==> config.mk <==
export PLATFORM = sky130hd
export DESIGN_NAME = burst_run_queue_scheduler
export DESIGN_NICKNAME = d
export VERILOG_FILES = /design/src/hw/rtl/brqs_pkg.sv /design/src/hw/rtl/burst_run_queue_scheduler.sv /design/src/hw/rtl/brqs_vkey.sv /design/src/hw/rtl/brqs_cell.sv
export SDC_FILE = /design/constraint.sdc
export NUM_CORES = 2
export LEC_CHECK = 0
export BUFFER_PORTS_ARGS = -buffer_cell sky130_fd_sc_hd__buf_2
export CAP_MARGIN = 40
export CORE_MARGIN = 2
export CORE_UTILIZATION = 36
export DETAILED_ROUTE_END_ITERATION = 16
export PLACE_DENSITY = 0.61
export SYNTH_ARGS = -nofsm -noshare
export SYNTH_HDL_FRONTEND = slang
export SYNTH_HIERARCHICAL = 1
export SYNTH_SLANG_ARGS = --single-unit
==> constraint.sdc <==
create_clock -name aclk -period 18.9 [get_ports aclk]
set_input_delay 3.78 -clock aclk [delete_from_list [all_inputs] [get_ports aclk]]
set_output_delay 3.78 -clock aclk [all_outputs]
set_load 0.01 [all_outputs]
==> src/hw/rtl/brqs_pkg.sv <==
// Package with types, constants and codes shared by the burst run queue scheduler.
`default_nettype none

package brqs_pkg;

    localparam int QUEUE_DEPTH = 16;
    localparam int IDX_W       = (QUEUE_DEPTH > 1) ? $clog2(QUEUE_DEPTH) : 1;
    localparam int CNT_W       = $clog2(QUEUE_DEPTH + 1);
    localparam int OCC_W       = 5;

    localparam int THREAD_W = 4;
    localparam int BURST_W  = 16;
    localparam int LENGTH_W = 16;
    localparam int CLOCK_W  = 20;
    localparam int GAP_W    = 16;

    // virtual runtime: floor(length * (7 + 3*thread) / 10)
    localparam int FACTOR_W = 6;
    localparam int PROD_W   = LENGTH_W + FACTOR_W;
    localparam int KEY_W    = 19;
    localparam int RECIP_SH = 26;
    localparam int RECIP_W  = 23;
    localparam logic [RECIP_W-1:0] RECIP_DIV10 = 23'd6710887;

    typedef enum logic [1:0] {
        POL_FCFS   = 2'd0,
        POL_SJF    = 2'd1,
        POL_PRIO   = 2'd2,
        POL_VRTIME = 2'd3
    } policy_t;

    typedef enum logic [1:0] {
        STAT_ENQ   = 2'd0,
        STAT_DEQ   = 2'd1,
        STAT_FULL  = 2'd2,
        STAT_EMPTY = 2'd3
    } status_t;

    localparam logic CMD_ENQ = 1'b0;
    localparam logic CMD_DEQ = 1'b1;

    typedef struct packed {
        logic [THREAD_W-1:0] thread;
        logic [BURST_W-1:0]  burst;
        logic [LENGTH_W-1:0] length;
        logic [CLOCK_W-1:0]  clock;
        logic [GAP_W-1:0]    gap;
        logic [KEY_W-1:0]    vkey;
    } slot_t;

    // running minimum handed from cell to cell during a scan
    typedef struct packed {
        logic             valid;
        logic             found;
        logic [KEY_W-1:0] key;
        logic [IDX_W-1:0] idx;
        slot_t            slot;
    } token_t;

    typedef struct packed {
        logic occupied;
        logic load;
        logic shift;
    } cell_ctrl_t;

endpackage

`default_nettype wire

==> src/hw/rtl/burst_run_queue_scheduler.sv <==
// Top level of the burst run queue scheduler: control, cell chain and stream ports.
`default_nettype none

// Bounded run queue of CPU bursts held in arrival order in a chain of
// QUEUE_DEPTH cells, cell 0 the oldest. An input transfer with s_tuser
// low enqueues the burst in s_tdata; with s_tuser high it removes the
// entry chosen by the policy register (0 oldest, 1 least length,
// 2 least thread id, 3 least floor(length*(7+3*thread)/10)), the oldest
// entry winning ties, and the younger entries close up the gap. Each
// item yields exactly one output transfer carrying a status in m_tuser
// (0 enqueued, 1 dequeued, 2 full and dropped, 3 empty) and the removed
// burst plus the occupancy after the operation in m_tdata; burst fields
// read zero unless the status is 1. One item is processed at a time:
// an enqueue first passes the two-stage virtual runtime key pipeline;
// a dequeue waits for the minimum token walking one cell per cycle
// down the chain; a full or empty report needs neither. The result
// register lets the next item be accepted while a result waits. The
// policy is written on the cfg channel, always ready; the user must
// write it only while idle, which the block itself does not enforce.
module burst_run_queue_scheduler
    import brqs_pkg::*;
(
    input  wire logic        aclk,
    input  wire logic        aresetn,
    // configuration write channel: [1:0] policy
    input  wire logic        cfg_valid,
    output logic             cfg_ready,
    input  wire logic [1:0]  cfg_data,
    // input stream
    input  wire logic        s_tvalid,
    output logic             s_tready,
    // s_tdata: [3:0] thread_id, [19:4] burst_id, [35:20] length,
    //          [55:36] wall_clock, [71:56] arrival_gap
    input  wire logic [71:0] s_tdata,
    // s_tuser: [0] cmd
    input  wire logic        s_tuser,
    // result stream
    output logic             m_tvalid,
    input  wire logic        m_tready,
    // m_tdata: [3:0] out_thread, [19:4] out_burst, [35:20] out_length,
    //          [55:36] out_clock, [71:56] out_gap, [76:72] occupancy,
    //          [79:77] zero
    output logic [79:0]      m_tdata,
    // m_tuser: [1:0] status
    output logic [1:0]       m_tuser
);

    typedef enum logic [4:0] {
        ST_IDLE   = 5'b00001,
        ST_MUL    = 5'b00010,
        ST_DIV    = 5'b00100,
        ST_SCAN   = 5'b01000,
        ST_FINISH = 5'b10000
    } state_t;

    state_t           state_reg, state_next;
    policy_t          policy_reg;
    status_t          op_reg, op_next;
    logic [CNT_W-1:0] count_reg, count_next;
    logic             scan_start_reg, scan_start_next;
    slot_t            in_reg;
    slot_t            load_slot;
    logic [IDX_W-1:0] pick_reg;
    slot_t            taken_reg;
    logic [KEY_W-1:0] vkey;

    logic             m_valid_reg;
    status_t          m_status_reg;
    slot_t            m_slot_reg;
    logic [OCC_W-1:0] m_occ_reg;

    logic             in_xfer;
    logic             out_free;
    logic             commit;

    token_t           tok_chain [QUEUE_DEPTH+1];
    slot_t            slot_chain [QUEUE_DEPTH+1];
    cell_ctrl_t       ctrl [QUEUE_DEPTH];

    assign cfg_ready = 1'b1;
    assign s_tready  = (state_reg == ST_IDLE);
    assign in_xfer   = s_tvalid && s_tready;
    assign out_free  = !m_valid_reg || m_tready;
    assign commit    = (state_reg == ST_FINISH) && out_free;

    always_ff @(posedge aclk) begin
        if (!aresetn) begin
            policy_reg <= POL_FCFS;
        end else if (cfg_valid && cfg_ready) begin
            policy_reg <= policy_t'(cfg_data);
        end
    end

    // hold the accepted burst for the key pipeline and the load
    always_ff @(posedge aclk) begin
        if (in_xfer) begin
            in_reg.thread <= s_tdata[3:0];
            in_reg.burst  <= s_tdata[19:4];
            in_reg.length <= s_tdata[35:20];
            in_reg.clock  <= s_tdata[55:36];
            in_reg.gap    <= s_tdata[71:56];
            in_reg.vkey   <= '0;
        end
    end

    brqs_vkey u_vkey (
        .aclk   (aclk),
        .thread (in_reg.thread),
        .length (in_reg.length),
        .vkey   (vkey)
    );

    always_comb begin
        load_slot      = in_reg;
        load_slot.vkey = vkey;
    end

    always_comb begin
        state_next      = state_reg;
        op_next         = op_reg;
        count_next      = count_reg;
        scan_start_next = 1'b0;
        case (state_reg)
            ST_IDLE: begin
                if (in_xfer) begin
                    if (s_tuser == CMD_ENQ) begin
                        if (count_reg >= CNT_W'(QUEUE_DEPTH)) begin
                            op_next    = STAT_FULL;
                            state_next = ST_FINISH;
                        end else begin
                            op_next    = STAT_ENQ;
                            state_next = ST_MUL;
                        end
                    end else if (count_reg == '0) begin
                        op_next    = STAT_EMPTY;
                        state_next = ST_FINISH;
                    end else begin
                        op_next         = STAT_DEQ;
                        scan_start_next = 1'b1;
                        state_next      = ST_SCAN;
                    end
                end
            end
            ST_MUL:  state_next = ST_DIV;
            ST_DIV:  state_next = ST_FINISH;
            ST_SCAN: begin
                if (tok_chain[QUEUE_DEPTH].valid) begin
                    state_next = ST_FINISH;
                end
            end
            ST_FINISH: begin
                if (out_free) begin
                    state_next = ST_IDLE;
                    case (op_reg)
                        STAT_ENQ: count_next = count_reg + CNT_W'(1);
                        STAT_DEQ: count_next = count_reg - CNT_W'(1);
                        default:  count_next = count_reg;
                    endcase
                end
            end
            default: state_next = ST_IDLE;
        endcase
    end

    always_ff @(posedge aclk) begin
        if (!aresetn) begin
            state_reg      <= ST_IDLE;
            count_reg      <= '0;
            scan_start_reg <= 1'b0;
            op_reg         <= STAT_ENQ;
        end else begin
            state_reg      <= state_next;
            count_reg      <= count_next;
            scan_start_reg <= scan_start_next;
            op_reg         <= op_next;
        end
    end

    // capture the winner as the token leaves the last cell
    always_ff @(posedge aclk) begin
        if ((state_reg == ST_SCAN) && tok_chain[QUEUE_DEPTH].valid) begin
            pick_reg  <= tok_chain[QUEUE_DEPTH].idx;
            taken_reg <= tok_chain[QUEUE_DEPTH].slot;
        end
    end

    // inject a fresh token at the head of the chain
    always_comb begin
        tok_chain[0]       = '0;
        tok_chain[0].valid = scan_start_reg;
    end

    assign slot_chain[QUEUE_DEPTH] = '0;

    for (genvar i = 0; i < QUEUE_DEPTH; i++) begin : g_cell
        always_comb begin
            ctrl[i].occupied = (CNT_W'(i) < count_reg);
            ctrl[i].load     = commit && (op_reg == STAT_ENQ) && (CNT_W'(i) == count_reg);
            // close up: each cell from the removed one up to the second youngest takes its younger neighbor
            ctrl[i].shift    = commit && (op_reg == STAT_DEQ)
                               && (IDX_W'(i) >= pick_reg)
                               && (CNT_W'(i + 1) < count_reg);
        end

        brqs_cell u_cell (
            .aclk      (aclk),
            .aresetn   (aresetn),
            .policy    (policy_reg),
            .ctrl      (ctrl[i]),
            .my_idx    (IDX_W'(i)),
            .load_slot (load_slot),
            .next_slot (slot_chain[i+1]),
            .tok_in    (tok_chain[i]),
            .tok_out   (tok_chain[i+1]),
            .slot_out  (slot_chain[i])
        );
    end

    // result register: advance on commit, drop valid once the transfer is taken
    always_ff @(posedge aclk) begin
        if (!aresetn) begin
            m_valid_reg <= 1'b0;
        end else if (commit) begin
            m_valid_reg <= 1'b1;
        end else if (m_tready) begin
            m_valid_reg <= 1'b0;
        end
    end

    always_ff @(posedge aclk) begin
        if (commit) begin
            m_status_reg <= op_reg;
            m_occ_reg    <= OCC_W'(count_next);
            if (op_reg == STAT_DEQ) begin
                m_slot_reg <= taken_reg;
            end else begin
                m_slot_reg <= '0;
            end
        end
    end

    assign m_tvalid = m_valid_reg;
    assign m_tuser  = m_status_reg;
    assign m_tdata  = {3'b000, m_occ_reg, m_slot_reg.gap, m_slot_reg.clock,
                       m_slot_reg.length, m_slot_reg.burst, m_slot_reg.thread};

endmodule

`default_nettype wire

==> src/hw/rtl/brqs_vkey.sv <==
// Two-stage pipeline computing the virtual runtime key of a burst.
`default_nettype none

module brqs_vkey
    import brqs_pkg::*;
(
    input  wire logic                aclk,
    input  wire logic [THREAD_W-1:0] thread,
    input  wire logic [LENGTH_W-1:0] length,
    output logic      [KEY_W-1:0]    vkey
);

    logic [FACTOR_W-1:0]        factor;
    logic [PROD_W-1:0]          prod_reg;
    logic [PROD_W+RECIP_W-1:0]  scaled;
    logic [KEY_W-1:0]           vkey_reg;

    assign factor = FACTOR_W'(7) + FACTOR_W'(3) * {{(FACTOR_W-THREAD_W){1'b0}}, thread};
    // divide by ten through the reciprocal; exact for every product below 2^22
    assign scaled = {{RECIP_W{1'b0}}, prod_reg} * {{PROD_W{1'b0}}, RECIP_DIV10};

    always_ff @(posedge aclk) begin
        prod_reg <= PROD_W'(length) * PROD_W'(factor);
        vkey_reg <= scaled[RECIP_SH +: KEY_W];
    end

    assign vkey = vkey_reg;

endmodule

`default_nettype wire

==> src/hw/rtl/brqs_cell.sv <==
// One queue cell: holds an entry, updates the scan token, shifts toward the head.
`default_nettype none

module brqs_cell
    import brqs_pkg::*;
(
    input  wire logic             aclk,
    input  wire logic             aresetn,
    input  wire policy_t          policy,
    input  wire cell_ctrl_t       ctrl,
    input  wire logic [IDX_W-1:0] my_idx,
    input  wire slot_t            load_slot,
    input  wire slot_t            next_slot,
    input  wire token_t           tok_in,
    output token_t                tok_out,
    output slot_t                 slot_out
);

    slot_t            slot_reg;
    token_t           tok_reg;
    token_t           tok_next;
    logic [KEY_W-1:0] key;
    logic             take;

    always_comb begin
        case (policy)
            POL_FCFS:   key = '0;
            POL_SJF:    key = KEY_W'(slot_reg.length);
            POL_PRIO:   key = KEY_W'(slot_reg.thread);
            POL_VRTIME: key = slot_reg.vkey;
            default:    key = '0;
        endcase
    end

    // strict compare keeps the older entry on a tie
    assign take = ctrl.occupied && (!tok_in.found || (key < tok_in.key));

    always_comb begin
        tok_next = tok_in;
        if (take) begin
            tok_next.found = 1'b1;
            tok_next.key   = key;
            tok_next.idx   = my_idx;
            tok_next.slot  = slot_reg;
        end
    end

    always_ff @(posedge aclk) begin
        if (!aresetn) begin
            tok_reg.valid <= 1'b0;
        end else begin
            tok_reg <= tok_next;
        end
    end

    always_ff @(posedge aclk) begin
        if (ctrl.load) begin
            slot_reg <= load_slot;
        end else if (ctrl.shift) begin
            slot_reg <= next_slot;
        end
    end

    assign tok_out  = tok_reg;
    assign slot_out = slot_reg;

endmodule

`default_nettype wire

==> results.json <==
{
  "required_ns": 19.48,
  "p_per_area_nw_per_um2": 183,
  "synth_area_um2": 171000,
  "worst_slew_pin_slew_ns": 1.14,
  "met2WireLength_um": 206000,
  "grt_use_total_pct": 18.7,
  "switching_share_pct": 41.0,
  "clk_latency_ns": 0.98,
  "wl_um": 468000,
  "post-dp-hpwl_um": 302000,
  "yosysWarnings": 6,
  "route.met3.wl_um": 34600,
  "cts_tree": "done",
  "grt_pass1_wl_um": 702000,
  "fin_nets": 13319,
  "fp.dieW_um": 694,
  "ctsResizeCount": 0,
  "path_clk_slew_ns": 0.06,
  "post_drt_wl_per_cell_um": 24.5,
  "crit_fanout": 50,
  "layout-drive-gt1-share_pct": 23.3,
  "netlist_instances": 12355,
  "p_clk_share_pct": 19.7,
  "antenna_found_initial": 18,
  "start_util_pct": 36.1,
  "max-cap-violations": 0,
  "overflow": 0,
  "tns_ns": 0,
  "combinationalPowerShare_pct": 55.7,
  "rsz0062_at_grt": "no",
  "fp.dieArea_um2": 482000,
  "final_common_cell": "edfxtp_1",
  "setup_viol": 0,
  "syn_to_final_growth_pct": 12.0,
  "max_freq_ghz": 0.144,
  "p_total_uw": 35200,
  "period_needed_ns": 6.92,
  "internal_power_uw": 20800,
  "drt-met1-wl_um": 215000,
  "place_ws_ns": 11.00,
  "p_seq_share_pct": 24.6,
  "instances_no_fill": 19057,
  "vias": 107944,
  "hold_violations": 0,
  "largest_register_ffs": 1532,
  "grt_max_degree": 142,
  "irDropWorstVdd_mv": 1.31,
  "grt_pass1_vias": 103875,
  "path_class": "in -> reg",
  "final_cell_mix": "edfxtp_1, mux2_2, inv_1",
  "ant_nets": 0,
  "clock_skew_ns": 0.0693,
  "place.gp.congestion": 0.838,
  "worst_slack_ns": 11.98,
  "fillerInstances": 43304,
  "switching_power_uw": 14400,
  "drtPass1Iterations": 11,
  "hold_class": "reg -> reg",
  "fin_crit_sh_pct": 36.6,
  "status": "complete, no violations",
  "postCtsSetupBuffers": 0,
  "root_buffer": "clkbuf_16",
  "cp-end-kind": "flip-flop",
  "relSlewSlack_pct": 24.1,
  "cp-start-kind": "input pin",
  "drc": 0,
  "core_area_um2": 475000,
  "h-tree-depth": 5,
  "ios": 165,
  "clk_path_buf_depth": 4,
  "die_y_um": 694,
  "finalMaxSlewViolations": 0,
  "postSynthAreaPerCell_um2": 13.9,
  "holdBufCountCts": 0,
  "viasPerCell": 5.66,
  "rows": 253,
  "p_leak_uw": 0.0656,
  "drt_iter0_markers": 12827,
  "cp.arrival_ns": 7.51,
  "clock_sinks": 3272,
  "dp_cells": 18437,
  "io_buffers": 160,
  "cts_made_buffers": 340,
  "routed.top_layer": "met4"
}
==> per-layer routing <==
| metal | track usage [%] | up-vias |
|---|---|---|
| li1 | - | 47482 |
| met1 | 28.1 | 55228 |
| met2 | 28.4 | 4670 |
| met3 | 2.58 | 564 |
| met4 | 4.77 | 0 |
| met5 | 0 | - |
==> worst paths after layout <==
check                                     startpoint                                      end  slack, ns  cells past startpoint
max                                         m_tready  g_cell[4].u_cell/slot_out[38]$_DFFE_PP_      11.98                      8
min          g_cell[15].u_cell/tok_out[86]$_DFFE_PP_                  taken_reg[86]$_DFFE_PP_       0.39                      0
max reg2reg               u_vkey/prod_reg[7]$_DFF_P_                  u_vkey/vkey[17]$_DFF_P_      11.98                     20
min reg2reg  g_cell[15].u_cell/tok_out[86]$_DFFE_PP_                  taken_reg[86]$_DFFE_PP_       0.39                      0
==> worst max-delay path, stage by stage <==
cell	delay (ns)
buf_2	0.11
nand2b_1	0.27
nand3_2	0.33
or4b_4	0.70
nor2_4	0.17
buf_4	0.53
or2_4	0.68
buf_4	0.79
==> power by group through the flow <==
| stage | clock (uW) | combinational, uW | sequential [uW] |
|---|---|---|---|
| finish | 6940 | 19600 | 8660 |
| global route | 7340 | 22700 | 8680 |
| CTS | 7090 | 19900 | 8650 |
| detailed placement | 0 | 19600 | 8810 |
| global placement | 0 | 19300 | 8910 |
| floorplan | 0 | 14500 | 8750 |
==> metrics by stage <==
stage,util [%],cell area (um2),hold slack (ns)
after floorplan,-,173000,0.400
after global placement,37.7,179000,0.401
after detailed placement,38.1,181000,0.405
after CTS,40.5,192000,0.377
after global routing,40.5,192000,0.405
final,40.5,192000,0.390
==> layout make-up <==
cell class / count / area [um2] / area share (%)
repair buffers: 471 / 4590 / 2.39
diodes: 7 / 17.5 / 0.00912
clock buffers: 413 / 8970 / 4.67
well taps: 6247 / 7820 / 4.07
clock inverters: 199 / 2240 / 1.17
inverters: 735 / 2760 / 1.44
multi-input cells: 7713 / 68100 / 35.5
flip-flops and latches: 3272 / 97500 / 50.8
No activity file was read; power rests on OpenSTA's default activity.
